File: config.mk
export PLATFORM = sky130hd
export DESIGN_NAME = accumulator_cpu_8bit
export DESIGN_NICKNAME = d
export VERILOG_FILES = /design/src/rtl/acpu_pkg.sv /design/src/rtl/acpu_ctrl.sv /design/src/rtl/acpu_dpath.sv /design/src/rtl/accumulator_cpu_8bit.sv
export SDC_FILE = /design/constraint.sdc
export NUM_CORES = 2
export LEC_CHECK = 0
export BUFFER_PORTS_ARGS = -buffer_cell sky130_fd_sc_hd__buf_2
export CAP_MARGIN = 30
export CELL_PAD_IN_SITES_DETAIL_PLACEMENT = 0
export CELL_PAD_IN_SITES_GLOBAL_PLACEMENT = 1
export CORE_ASPECT_RATIO = 1.25
export CORE_MARGIN = 2
export CORE_UTILIZATION = 30
export DETAILED_ROUTE_END_ITERATION = 10
export PLACE_DENSITY = 0.47
export RECOVER_POWER = 100
export SETUP_SLACK_MARGIN = 0.2
export SLEW_MARGIN = 10
export SYNTH_ARGS = -nofsm -noshare
export SYNTH_HDL_FRONTEND = slang
export SYNTH_SLANG_ARGS = --single-unit
File: constraint.sdc
create_clock -name clk -period 19 [get_ports clk]
set_clock_uncertainty 0.15 [all_clocks]
set_input_delay 1.9 -clock clk [delete_from_list [all_inputs] [get_ports clk]]
set_output_delay 1.9 -clock clk [all_outputs]
set_load 0.02 [all_outputs]
File: src/rtl/acpu_pkg.sv
package acpu_pkg;

  // memory geometry
  localparam int MEM_DEPTH = 256;
  localparam int ADDR_W    = $clog2(MEM_DEPTH);
  localparam int DATA_W    = 8;

  // request kinds
  localparam logic [1:0] KIND_WRITE   = 2'd0;
  localparam logic [1:0] KIND_READ    = 2'd1;
  localparam logic [1:0] KIND_STEP    = 2'd2;
  localparam logic [1:0] KIND_RESTART = 2'd3;

  // result status codes
  localparam logic [2:0] ST_OK      = 3'd0;
  localparam logic [2:0] ST_HALT    = 3'd1;
  localparam logic [2:0] ST_DIV0    = 3'd2;
  localparam logic [2:0] ST_UNKNOWN = 3'd3;
  localparam logic [2:0] ST_HALTED  = 3'd4;

  // opcodes
  localparam logic [3:0] OP_HLT = 4'h0;
  localparam logic [3:0] OP_UNK = 4'h1;
  localparam logic [3:0] OP_LDA = 4'h2;
  localparam logic [3:0] OP_STA = 4'h3;
  localparam logic [3:0] OP_ADD = 4'hC;
  localparam logic [3:0] OP_SUB = 4'hD;
  localparam logic [3:0] OP_MUL = 4'hE;
  localparam logic [3:0] OP_DIV = 4'hF;

  // datapath operation issued by the controller each cycle
  typedef enum logic [3:0] {
    DP_NOP,
    DP_LOAD,
    DP_WRITE,
    DP_READ,
    DP_READ_DONE,
    DP_RESTART,
    DP_HALTED,
    DP_FETCH_OP,
    DP_FETCH_ADDR,
    DP_FETCH_VAL,
    DP_EXEC,
    DP_DIV_STEP,
    DP_DIV_END
  } dp_op_t;

  // controller states
  typedef enum logic [3:0] {
    S_IDLE,
    S_WRITE,
    S_READ,
    S_READ_LATCH,
    S_RESTART,
    S_HALTED,
    S_FETCH_OP,
    S_FETCH_ADDR,
    S_FETCH_VAL,
    S_EXEC,
    S_DIV,
    S_DIV_END,
    S_DONE
  } ctl_state_t;

  // commands from controller to datapath
  typedef struct packed {
    dp_op_t op;
    logic   result_strobe;
  } cmd_t;

  // status from datapath to controller
  typedef struct packed {
    logic       halted;
    logic [3:0] opcode;
    logic       operand_zero;
    logic       div_last;
  } sts_t;

endpackage

File: src/rtl/acpu_ctrl.sv
module acpu_ctrl (
  input  logic                clk,
  input  logic                rst,
  input  logic                start,
  input  logic [1:0]          kind,
  input  acpu_pkg::sts_t      sts,
  output acpu_pkg::cmd_t      cmd,
  output logic                busy
);

  acpu_pkg::ctl_state_t state, state_next;

  // state register
  always_ff @(posedge clk) begin
    if (rst) begin
      state <= acpu_pkg::S_IDLE;
    end else begin
      state <= state_next;
    end
  end

  // next state and commands
  always_comb begin
    state_next        = state;
    cmd.op            = acpu_pkg::DP_NOP;
    cmd.result_strobe = 1'b0;
    busy              = 1'b1;
    unique case (state)
      acpu_pkg::S_IDLE: begin
        busy = 1'b0;
        if (start) begin
          cmd.op = acpu_pkg::DP_LOAD;
          unique case (kind)
            acpu_pkg::KIND_WRITE: state_next = acpu_pkg::S_WRITE;
            acpu_pkg::KIND_READ:  state_next = acpu_pkg::S_READ;
            acpu_pkg::KIND_STEP: begin
              if (sts.halted) begin
                state_next = acpu_pkg::S_HALTED;
              end else begin
                state_next = acpu_pkg::S_FETCH_OP;
              end
            end
            default: state_next = acpu_pkg::S_RESTART;
          endcase
        end
      end
      acpu_pkg::S_WRITE: begin
        cmd.op     = acpu_pkg::DP_WRITE;
        state_next = acpu_pkg::S_DONE;
      end
      acpu_pkg::S_READ: begin
        cmd.op     = acpu_pkg::DP_READ;
        state_next = acpu_pkg::S_READ_LATCH;
      end
      acpu_pkg::S_READ_LATCH: begin
        cmd.op     = acpu_pkg::DP_READ_DONE;
        state_next = acpu_pkg::S_DONE;
      end
      acpu_pkg::S_RESTART: begin
        cmd.op     = acpu_pkg::DP_RESTART;
        state_next = acpu_pkg::S_DONE;
      end
      acpu_pkg::S_HALTED: begin
        cmd.op     = acpu_pkg::DP_HALTED;
        state_next = acpu_pkg::S_DONE;
      end
      acpu_pkg::S_FETCH_OP: begin
        cmd.op     = acpu_pkg::DP_FETCH_OP;
        state_next = acpu_pkg::S_FETCH_ADDR;
      end
      acpu_pkg::S_FETCH_ADDR: begin
        cmd.op     = acpu_pkg::DP_FETCH_ADDR;
        state_next = acpu_pkg::S_FETCH_VAL;
      end
      acpu_pkg::S_FETCH_VAL: begin
        cmd.op     = acpu_pkg::DP_FETCH_VAL;
        state_next = acpu_pkg::S_EXEC;
      end
      acpu_pkg::S_EXEC: begin
        cmd.op = acpu_pkg::DP_EXEC;
        if (sts.opcode == acpu_pkg::OP_DIV && !sts.operand_zero) begin
          state_next = acpu_pkg::S_DIV;
        end else begin
          state_next = acpu_pkg::S_DONE;
        end
      end
      acpu_pkg::S_DIV: begin
        cmd.op = acpu_pkg::DP_DIV_STEP;
        if (sts.div_last) begin
          state_next = acpu_pkg::S_DIV_END;
        end
      end
      acpu_pkg::S_DIV_END: begin
        cmd.op     = acpu_pkg::DP_DIV_END;
        state_next = acpu_pkg::S_DONE;
      end
      acpu_pkg::S_DONE: begin
        cmd.result_strobe = 1'b1;
        state_next        = acpu_pkg::S_IDLE;
      end
      default: state_next = acpu_pkg::S_IDLE;
    endcase
  end

endmodule

File: src/rtl/acpu_dpath.sv
module acpu_dpath (
  input  logic                          clk,
  input  logic                          rst,
  input  acpu_pkg::cmd_t                cmd,
  input  logic [acpu_pkg::ADDR_W-1:0]   address,
  input  logic [acpu_pkg::DATA_W-1:0]   write_data,
  output acpu_pkg::sts_t                sts,
  output logic [acpu_pkg::DATA_W-1:0]   read_data,
  output logic [acpu_pkg::ADDR_W-1:0]   pc_now,
  output logic [acpu_pkg::DATA_W-1:0]   acc_now,
  output logic [3:0]                    executed_opcode,
  output logic [2:0]                    status
);

  localparam int CNT_W = $clog2(acpu_pkg::DATA_W);

  // unified memory with per-entry valid bits for the reset clear
  logic [acpu_pkg::DATA_W-1:0]  mem [acpu_pkg::MEM_DEPTH];
  logic [acpu_pkg::MEM_DEPTH-1:0] mem_vld;
  logic [acpu_pkg::DATA_W-1:0]  mem_q;
  logic                         mem_vld_q;
  logic [acpu_pkg::DATA_W-1:0]  rd_val;

  // architectural and request registers
  logic [acpu_pkg::ADDR_W-1:0]  addr_q;
  logic [acpu_pkg::DATA_W-1:0]  wdata_q;
  logic [acpu_pkg::ADDR_W-1:0]  pc;
  logic [acpu_pkg::DATA_W-1:0]  acc;
  logic                         halted;
  logic [3:0]                   opcode;
  logic [acpu_pkg::ADDR_W-1:0]  opaddr;
  logic [acpu_pkg::DATA_W-1:0]  rdata;
  logic [2:0]                   st;

  // divider registers
  logic [acpu_pkg::DATA_W-1:0]  div_rem;
  logic [acpu_pkg::DATA_W-1:0]  div_quo;
  logic [acpu_pkg::DATA_W-1:0]  div_dsr;
  logic [CNT_W-1:0]             div_cnt;
  logic [acpu_pkg::DATA_W:0]    div_trial;

  // memory port controls
  logic                         mem_we;
  logic [acpu_pkg::ADDR_W-1:0]  mem_waddr;
  logic [acpu_pkg::DATA_W-1:0]  mem_wdata;
  logic                         mem_re;
  logic [acpu_pkg::ADDR_W-1:0]  mem_raddr;

  logic [acpu_pkg::ADDR_W-1:0]  pc_plus2;

  assign rd_val   = mem_vld_q ? mem_q : '0;
  assign pc_plus2 = pc + acpu_pkg::ADDR_W'(2);

  // memory port selection
  always_comb begin
    mem_we    = 1'b0;
    mem_waddr = addr_q;
    mem_wdata = wdata_q;
    mem_re    = 1'b0;
    mem_raddr = addr_q;
    unique case (cmd.op)
      acpu_pkg::DP_WRITE: mem_we = 1'b1;
      acpu_pkg::DP_READ:  mem_re = 1'b1;
      acpu_pkg::DP_FETCH_OP: begin
        mem_re    = 1'b1;
        mem_raddr = pc;
      end
      acpu_pkg::DP_FETCH_ADDR: begin
        mem_re    = 1'b1;
        mem_raddr = pc + acpu_pkg::ADDR_W'(1);
      end
      acpu_pkg::DP_FETCH_VAL: begin
        mem_re    = 1'b1;
        mem_raddr = rd_val;
      end
      acpu_pkg::DP_EXEC: begin
        mem_we    = (opcode == acpu_pkg::OP_STA);
        mem_waddr = opaddr;
        mem_wdata = acc;
      end
      default: ;
    endcase
  end

  // memory array
  always_ff @(posedge clk) begin
    if (mem_we) begin
      mem[mem_waddr] <= mem_wdata;
    end
    if (mem_re) begin
      mem_q     <= mem[mem_raddr];
      mem_vld_q <= mem_vld[mem_raddr];
    end
  end

  // valid bits
  always_ff @(posedge clk) begin
    if (rst) begin
      mem_vld <= '0;
    end else if (mem_we) begin
      mem_vld[mem_waddr] <= 1'b1;
    end
  end

  // restoring divide trial
  assign div_trial = {div_rem, div_quo[acpu_pkg::DATA_W-1]} - {1'b0, div_dsr};

  // architectural state
  always_ff @(posedge clk) begin
    if (rst) begin
      pc     <= '0;
      acc    <= '0;
      halted <= 1'b0;
    end else begin
      unique case (cmd.op)
        acpu_pkg::DP_RESTART: begin
          pc     <= addr_q;
          halted <= 1'b0;
        end
        acpu_pkg::DP_EXEC: begin
          unique case (opcode)
            acpu_pkg::OP_HLT, acpu_pkg::OP_UNK: halted <= 1'b1;
            acpu_pkg::OP_LDA: begin
              acc <= rd_val;
              pc  <= pc_plus2;
            end
            acpu_pkg::OP_ADD: begin
              acc <= acc + rd_val;
              pc  <= pc_plus2;
            end
            acpu_pkg::OP_SUB: begin
              acc <= acc - rd_val;
              pc  <= pc_plus2;
            end
            acpu_pkg::OP_MUL: begin
              acc <= acpu_pkg::DATA_W'(acc * rd_val);
              pc  <= pc_plus2;
            end
            acpu_pkg::OP_DIV: begin
              if (rd_val == '0) begin
                halted <= 1'b1;
              end
            end
            default: pc <= pc_plus2;
          endcase
        end
        acpu_pkg::DP_DIV_END: begin
          acc <= div_quo;
          pc  <= pc_plus2;
        end
        default: ;
      endcase
    end
  end

  // request capture, fetch latches, result fields and divider
  always_ff @(posedge clk) begin
    unique case (cmd.op)
      acpu_pkg::DP_LOAD: begin
        addr_q  <= address;
        wdata_q <= write_data;
        rdata   <= '0;
        opcode  <= '0;
        st      <= acpu_pkg::ST_OK;
      end
      acpu_pkg::DP_READ_DONE: rdata <= rd_val;
      acpu_pkg::DP_HALTED:    st    <= acpu_pkg::ST_HALTED;
      acpu_pkg::DP_FETCH_ADDR: opcode <= rd_val[acpu_pkg::DATA_W-1 -: 4];
      acpu_pkg::DP_FETCH_VAL:  opaddr <= rd_val;
      acpu_pkg::DP_EXEC: begin
        unique case (opcode)
          acpu_pkg::OP_HLT: st <= acpu_pkg::ST_HALT;
          acpu_pkg::OP_UNK: st <= acpu_pkg::ST_UNKNOWN;
          acpu_pkg::OP_DIV: begin
            if (rd_val == '0) begin
              st <= acpu_pkg::ST_DIV0;
            end
            div_rem <= '0;
            div_quo <= acc;
            div_dsr <= rd_val;
            div_cnt <= '0;
          end
          default: ;
        endcase
      end
      acpu_pkg::DP_DIV_STEP: begin
        if (!div_trial[acpu_pkg::DATA_W]) begin
          div_rem <= div_trial[acpu_pkg::DATA_W-1:0];
          div_quo <= {div_quo[acpu_pkg::DATA_W-2:0], 1'b1};
        end else begin
          div_rem <= {div_rem[acpu_pkg::DATA_W-2:0], div_quo[acpu_pkg::DATA_W-1]};
          div_quo <= {div_quo[acpu_pkg::DATA_W-2:0], 1'b0};
        end
        div_cnt <= div_cnt + CNT_W'(1);
      end
      default: ;
    endcase
  end

  // status toward the controller
  always_comb begin
    sts.halted       = halted;
    sts.opcode       = opcode;
    sts.operand_zero = (rd_val == '0);
    sts.div_last     = (div_cnt == CNT_W'(acpu_pkg::DATA_W - 1));
  end

  // result fields; read data is shown only while the controller strobes it, the others always
  assign read_data       = cmd.result_strobe ? rdata : '0;
  assign pc_now          = pc;
  assign acc_now         = acc;
  assign executed_opcode = opcode;
  assign status          = st;

endmodule

File: src/rtl/accumulator_cpu_8bit.sv
// channel   | signals                                        | handshake
// ----------+------------------------------------------------+---------------------------
// request   | kind, address, write_data                      | taken when start & !busy
// result    | read_data, pc_now, acc_now, executed_opcode,   | valid for the one cycle
//           | status                                         | that done is high
//
// write and restart requests, and a step while halted, go from acceptance to done through
// their own state, a read through read and latch states; a step runs fetch opcode, fetch
// operand address, read operand, execute, respond, set by the single memory read port, and
// a divide runs the bit-serial restoring divider between execute and respond.
// busy stays high through the done cycle.
// rst clears pc, accumulator, halt flag and every memory byte (valid bits).
// the receiver cannot stall: the result is shown once and not held.
module accumulator_cpu_8bit (
  input  logic       clk,
  input  logic       rst,
  input  logic       start,
  output logic       busy,
  input  logic [1:0] kind,
  input  logic [7:0] address,
  input  logic [7:0] write_data,
  output logic       done,
  output logic [7:0] read_data,
  output logic [7:0] pc_now,
  output logic [7:0] acc_now,
  output logic [3:0] executed_opcode,
  output logic [2:0] status
);

  acpu_pkg::cmd_t cmd;
  acpu_pkg::sts_t sts;

  // sequencing
  acpu_ctrl u_ctrl (
    .clk   (clk),
    .rst   (rst),
    .start (start),
    .kind  (kind),
    .sts   (sts),
    .cmd   (cmd),
    .busy  (busy)
  );

  // registers, memory and arithmetic
  acpu_dpath u_dpath (
    .clk             (clk),
    .rst             (rst),
    .cmd             (cmd),
    .address         (address),
    .write_data      (write_data),
    .sts             (sts),
    .read_data       (read_data),
    .pc_now          (pc_now),
    .acc_now         (acc_now),
    .executed_opcode (executed_opcode),
    .status          (status)
  );

  assign done = cmd.result_strobe;

endmodule
* Yosys cells after proc, flatten, opt, wreduce, memory -nomap -nowiden *
Memories as Yosys holds them, arrays and structs flattened. A register that Yosys moved wholly into a read port is not among the register bits.
Cells that the tools add are included.

word-level totals
  register bits after elaboration = 344
  bits in latches = 0
  RAM bits = 2048
  memory bits (read-only) = 0
  output and inout bits = 33
  memories = 1

cells by class
  add/subtract/negate cells = 6
  multipliers = 1
  divide/modulo/power cells = 0
  order comparisons = 3
  eq/ne operators = 42
  shift-type cells = 0
  mux-type cells = 43
  bitwise operators = 1
  reduce and logical (&&, ||, !) cells = 25

memories
  name         depth  bits a word  rd ports  clocked after Yosys merged registers in  write ports  RTL line          RTL
  u_dpath.mem  256    8            1         1                                        1            acpu_dpath.sv:18  logic [acpu_pkg::DATA_W-1:0] mem [acpu_pkg::MEM_DEPTH];

operators by type and width
  operator                                                            count
  OR 256 bit                                                          1
  two-way mux 8 bit                                                   8
  case mux 8 bit (2 select lines)                                     4
  == test 4 bit (second input constant)                               14
  case mux 4 bit (12 select lines)                                    1
  case mux 8 bit (3 select lines)                                     2
  == test 4 x 3 -> 1 bit (second input constant)                      8
  case mux 4 bit (8 select lines)                                     1
  case mux 8 bit (4 select lines)                                     1
  case mux 3 bit (3 select lines)                                     3
  == test 4 x 2 -> 1 bit (second input constant)                      6
  less-than comparator 8 x 9 -> 1 bit (second input constant)         2
  == test 4 x 1 -> 1 bit (second input constant)                      3
  two-way mux 1 bit                                                   10
  AND reduction 2 bit                                                 5
  nonzero test 2 bit                                                  5
  two-way mux 3 bit                                                   3
  subtractor 9 x 8 -> 9 bit                                           1
  adder 8 x 1 -> 8 bit (second input constant)                        1
  adder 8 x 2 -> 8 bit (second input constant)                        1
  adder 8 bit                                                         1
  binary-select mux 1 bit (select 8 bit)                              1
  demux 1 bit (select 8 bit)                                          1
  greater-or-equal comparator 8 x 1 -> 1 bit (second input constant)  1
  other kinds (26)                                                    37

* Longest topological paths before layout *
  word-level depth = 9
  mapped depth = 21
  mapped depth without buffers = 20

* Hierarchy *
From an unflattened synthesis, not the netlist that was laid out.

second synthesis, totals
  cell total of the unflattened synthesis = 7468
  area, all modules = 96550.1 µm²

modules (own cells, without submodules)
  module      instances  cells each  area each (µm²)  seq. area each (µm²)
  acpu_dpath  1          7421        96187.3          69216.4
  acpu_ctrl   1          47          362.8            80.1

* Worst setup path after synthesis *
Ideal clock, no wire load.

  path type = flip-flop to flip-flop
  start = reg u_ctrl.state[0]
  end = mem u_dpath.mem[0][0] (netlist name), data pin
  setup time = 2189 ps
  arrival time = 11803 ps
  slack = 4858 ps
  stages on the path, launching flop included = 9
  buffers on the path = 4
  cells stage by stage = dfxtp_1 -> buf_2 -> inv_1 -> nor3_1 -> nand2_1 -> clkbuf_1 -> clkbuf_1 -> clkbuf_1 -> o21ai_0

on the way
  longest elaborated chain between the ends = 4
  elaborated cells on any way between the ends = 15
  classes of those cells = 12 x eq/ne; 2 x mux; 1 x reduce/logical

RTL lines
  what                                         RTL line          RTL
  start, declared                              acpu_ctrl.sv:11   acpu_pkg::ctl_state_t state, state_next;
  start signal, assigned                       acpu_ctrl.sv:16   state <= acpu_pkg::S_IDLE;
  start signal, assigned                       acpu_ctrl.sv:18   state <= state_next;
  == test 4 bit, or another cell as far along  acpu_ctrl.sv:28   unique case (state)
  case mux 4 bit (12 select lines) *           acpu_ctrl.sv:28
  == test 4 bit *                              acpu_dpath.sv:61  unique case (cmd.op)
  two-way mux 8 bit *                          acpu_dpath.sv:61
  via u_dpath.mem_wdata, one bit               acpu_dpath.sv:45  logic [acpu_pkg::DATA_W-1:0] mem_wdata;
  end, declared                                acpu_dpath.sv:18

The timed path passes the listed nets; every way through them passes the cells marked *.

* Final worst setup path *
  start = reg u_ctrl.state[0]
  end = reg u_dpath.mem_vld_q, data pin

on the way
  longest elaborated chain between the ends = 6
  elaborated cells on any way between the ends = 19
  classes of those cells = 14 x eq/ne; 4 x mux; 1 x reduce/logical

RTL lines
  what                                                            RTL line          RTL
  == test 4 bit, or another cell as far along                     acpu_ctrl.sv:28
  case mux 4 bit (12 select lines) *                              acpu_ctrl.sv:28
  == test 4 bit / == test 4 x 3 -> 1 bit (equally long branches)  acpu_dpath.sv:61
  case mux 8 bit (3 select lines) *                               acpu_dpath.sv:61
  binary-select mux 1 bit (select 8 bit) *                        acpu_dpath.sv:92  mem_vld_q <= mem_vld[mem_raddr];
  two-way mux 1 bit (implied by the code) *                       acpu_dpath.sv:92
  end signal, assigned                                            acpu_dpath.sv:92
  end, declared                                                   acpu_dpath.sv:21  logic mem_vld_q;

Mark *: on every way between the ends. The rest lies on a longest branch, timed or not. The select of a mux whose other input is x is not followed.
A chain may end at the register's enable or synchronous reset.

==> flow_metrics.env <==
export IMPL_post_route_cells_drive_above_1_share_pct=9.38
export IMPL_fin_setup_tns_ns=0
export IMPL_core_area_sq_um=317000
export IMPL_postSynthAreaPerCell_sq_um=13.9
export IMPL_wl_per_cell_microns=29.8
export IMPL_finish_net_count=7240
export IMPL_synth_simple_area_share_pct=10.3
export IMPL_post_synth_main_area_contributors="sky130_fd_sc_hd__edfxtp_1, sky130_fd_sc_hd__dfxtp_1, sky130_fd_sc_hd__mux2i_1"
export IMPL_synth_xor_area_share_pct=0.354
export IMPL_dp_slack_ns=11.10
export IMPL_cts_hold_buffers_added=0
export IMPL_initial_utilization_pct=30.1
export IMPL_worst_path_max_fanout=95
export IMPL_top_level_ports=54
export IMPL_p_seq_share_pct=35.3
export IMPL_post_synth_top_area_fraction_pct=66.8
export IMPL_status="complete, but fails checks"
export IMPL_placed_area_sq_um=102000
export IMPL_first_global_vias=58600
export IMPL_die_width_microns=509
export IMPL_post_route_drc_count=0
export IMPL_hold_start="u_dpath.mem_vld[105]$_SDFFE_PP0P_"
export IMPL_clkTransAtPathRegs_ns=0.06
export IMPL_critical_path_startpoint_type="flop"
export IMPL_post_route_cell_area_sq_um=110000
export IMPL_number_of_flip_flops_in_the_largest_register=2048
export IMPL_synthDominantAreaCellType="sky130_fd_sc_hd__edfxtp_1"
export IMPL_tritoncts_num_buffers=271
export IMPL_powerDensity_nw_per_um2=166
export IMPL_synth_cell_type_count=77
export IMPL_antenna_violations_before_repair=19
export IMPL_clk_path_buf_depth=4
export IMPL_timing_reg2reg_worst_path_depth=14
export IMPL_fin_crit_sh_pct=67.1
export IMPL_hold_path_depth=2
export IMPL_internal_power_mw=11.0
export IMPL_tightestPinTransition_ns=7.91
export IMPL_fin_total_pwr_mw=18.2
export IMPL_synth_seq_area_share_pct=72.6
export IMPL_report_final_hold_viol_count=0
export IMPL_placement_io_buffers=53
export IMPL_worst_setup_path_end_kind="flop"
export IMPL_mappedNetlistNets=6962
export IMPL_synthesized_instance_count=6890
export IMPL_netlist_area_sq_um=95500
export IMPL_route_antenna_remaining_nets=0
export IMPL_cells_along_the_critical_path="or4b_1 -> o32ai_1 -> a21oi_4 -> buf_12 -> buf_12 -> clkbuf_1 -> clkbuf_1 -> clkbuf_1 -> mux2i_1 -> o22ai_1 -> o21ai_0 -> nand3_1 -> o311ai_1 -> o31ai_1"
export IMPL_rsz0062_at_grt="false"
export IMPL_post_cts_repair_setup_buffers=0
export IMPL_critPathBufInv=5
export IMPL_gpl_final_weighted_congestion=0.809
export IMPL_post_dp_hpwl_mm=215
export IMPL_synthArstFlopShare_pct=0
export IMPL_cts_repair_resize_count=0
export IMPL_first_pass_grt_wire_length_mm=477
export IMPL_die_area_sq_um=323000
export IMPL_cp_common_cell="sky130_fd_sc_hd__clkbuf_1"
export IMPL_cts_tree="built"
export IMPL_maxSlewViolCount=2471
export IMPL_min_delay_path_class="reg2reg"
export IMPL_layout_top_registers="u_dpath.mem x2048, u_dpath.mem_vld x256"
export IMPL_switchingPower_mw=7.14
export IMPL_r2r_end="u_dpath.mem_vld_q$_DFFE_PP_"
export IMPL_leakage_nw=36.1
export IMPL_area_growth_syn_to_layout_pct=14.9
export IMPL_worst_path_dominant_cell_family="buffers and inverters"
export IMPL_std_cell_rows=231
export IMPL_synth_edff_count=2123
export IMPL_worst_ep_arrival_time_ns=13.17
export IMPL_max_cap_viol_count=54
export IMPL_violated_checks="capacitance limit, slew limit"
export IMPL_synth_seq_cells=2400
export IMPL_critical_path_required_ns=19.41
export IMPL_crit_path_start="u_ctrl.state[0]$_SDFFE_PP0P_"
export IMPL_power_frac_comb_pct=36.8
export IMPL_clock_latency_reported_for_the_late_side_of_the_worst_skew_pair_ns=0.87
export IMPL_registers_top_by_ff_count="u_dpath.mem"
export IMPL_clock_sinks=2400
export IMPL_r2r_start="u_ctrl.state[0]$_SDFFE_PP0P_"
export IMPL_groute_usage_overall_pct=20.9
export IMPL_chipHeight_microns=635
export IMPL_avgViaCountPerCell=5.13
export IMPL_r2r_slack_ns=6.24
export IMPL_fin_ws_ns=6.24
export IMPL_detailroute_via_count=59400
export IMPL_root_buffer="sky130_fd_sc_hd__clkbuf_16"
export IMPL_detail_route_iter0_violations=5285
export IMPL_min_to="u_dpath.mem_vld[105]$_SDFFE_PP0P_"
export IMPL_yosysWarnings=0
export IMPL_slew_limit_headroom_pct=-427
export IMPL_worstSetupPathType="reg2reg"
export IMPL_setup_viol_count_final=0
export IMPL_aggregate_routed_wire_length_mm=345
export IMPL_largest_net_degree_at_the_start_of_global_routing=199
export IMPL_final_period_minus_worst_setup_slack_ns=12.76
export IMPL_detail_route_first_pass_iterations=6
export IMPL_crit_slowest_cell="sky130_fd_sc_hd__clkbuf_1"
export IMPL_synth_compound_area_share_pct=6.07
export IMPL_synth_fa_ha_area_share_pct=0.778
export IMPL_dominant_combinational_cell_family_by_area_after_synthesis="simple AND/OR/NAND/NOR gates"
export IMPL_power_ir_vdd_worst_mv=0.128
export IMPL_switching_share_pct=39.3
export IMPL_proportion_of_synthesized_area_in_mux_cells_pct=7.71
export IMPL_synth_flop_cell="sky130_fd_sc_hd__edfxtp_1"
export IMPL_max_stage_delay_ns=2.39
export IMPL_clockPowerShare_pct=28.0
export IMPL_global_route_overflow_total=0
export IMPL_cts_htree_levels=5
export IMPL_fmax_mhz=78.4
worst max path at each step:
| stage | to | slack [ns] | depth (start not counted) |
|---|---|---|---|
| after detailed placement | u_dpath.mem_vld_q$_DFFE_PP_ | 11.10 | 14 |
| final | u_dpath.mem_vld_q$_DFFE_PP_ | 6.24 | 14 |
| after floorplan | u_dpath.mem[0][0]$_DFFE_PP_ | 4.86 | 8 |
| after global routing | u_dpath.mem_vld_q$_DFFE_PP_ | 5.49 | 14 |
| after CTS | u_dpath.mem_vld_q$_DFFE_PP_ | 11.09 | 14 |
| after global placement | u_dpath.mem_vld_q$_DFFE_PP_ | 10.90 | 14 |
cells in the final DEF, fill, tap and decap left out, types with 17 or more instances in the layout:
cell type	count
sky130_fd_sc_hd__edfxtp_1	2123
sky130_fd_sc_hd__nand2_1	1070
sky130_fd_sc_hd__nor2_1	857
sky130_fd_sc_hd__mux2i_1	469
sky130_fd_sc_hd__a21oi_1	401
sky130_fd_sc_hd__clkbuf_1	347
sky130_fd_sc_hd__clkbuf_16	280
sky130_fd_sc_hd__dfxtp_1	277
sky130_fd_sc_hd__o22ai_1	226
sky130_fd_sc_hd__nand3_1	153
sky130_fd_sc_hd__mux4_2	114
sky130_fd_sc_hd__o21ai_0	110
sky130_fd_sc_hd__buf_4	95
sky130_fd_sc_hd__nor4_1	79
sky130_fd_sc_hd__inv_1	54
sky130_fd_sc_hd__a31oi_1	45
sky130_fd_sc_hd__nor3_1	41
sky130_fd_sc_hd__clkinv_2	40
sky130_fd_sc_hd__clkinv_1	39
sky130_fd_sc_hd__ha_1	37
sky130_fd_sc_hd__nand4_1	36
sky130_fd_sc_hd__buf_2	33
sky130_fd_sc_hd__a22oi_1	30
sky130_fd_sc_hd__and3_1	29
sky130_fd_sc_hd__xnor2_1	28
sky130_fd_sc_hd__a32oi_1	20
sky130_fd_sc_hd__clkbuf_8	20
sky130_fd_sc_hd__a211oi_1	19
sky130_fd_sc_hd__nand3b_1	17
cells in the mapped netlist, drive strengths merged (17+ instances only):
cell type and number:
a211oi 21, a21oi 402, a22oi 31, a31oi 45, a32oi 20, and3 29, buf 258, clkbuf 150
dfxtp 277, edfxtp 2123, ha 37, inv 54, mux2i 470, mux4 114, nand2 1074, nand3 163
nand3b 17, nand4 36, nor2 869, nor3 41, nor4 90, o21ai 114, o22ai 227, xnor2 28
cell families (layout without fill, tap and decap cells):
family | after synthesis | after routing
simple gates | 2375 | 2375
mux | 592 | 592
xor+xnor | 37 | 37
flops | 2400 | 2400
other cells | 0 | 4
fa+ha+maj | 51 | 51
buf+inv | 465 | 955
compound gates | 970 | 970
worst min-delay path, cell delays in order (launching register included):
cell and delay, ns:
sky130_fd_sc_hd__dfxtp_1 0.32, sky130_fd_sc_hd__nor2_1 0.05, sky130_fd_sc_hd__nor2_1 0.06
stage by stage:
stage / util, % / cells / hold WS [ns]
2_1_floorplan: - / 6890 / 0.285
5_1_grt: 34.6 / 11600 / 0.335
4_1_cts: 35.0 / 11500 / 0.319
6_report: 34.6 / 11600 / 0.314
3_3_place_gp: 31.9 / 10900 / 0.294
3_5_place_dp: 32.3 / 11000 / 0.305
power groups by stage:
stage	Combinational (mW)	Clock, mW	Sequential [mW]
6_report	6.68	5.08	6.40
5_1_grt	7.04	5.38	6.41
4_1_cts	6.81	5.20	6.33
3_5_place_dp	6.80	0	6.44
3_3_place_gp	6.74	0	6.44
2_1_floorplan	3.71	0	6.56
cell type report:
class,count,area (sq um)
diodes,4,10.0
multi-input cells,4025,24400
flip-flops and latches,2400,69300
repair buffers,413,2150
well taps,4194,5250
clock inverters,108,832
fillers,31000,207000
clock buffers,377,7570
inverters,57,215
metal layers:
metal  wire length (microns)  up-vias  track usage [%]
li1                        -    26200                -
met5                       9        -                0
met4                   11400        2             6.22
met2                  174000     1753             36.8
met1                  142000    31000             26.7
met3                   16500      448             2.60
Note: power is estimated with default switching activity, not from simulation.
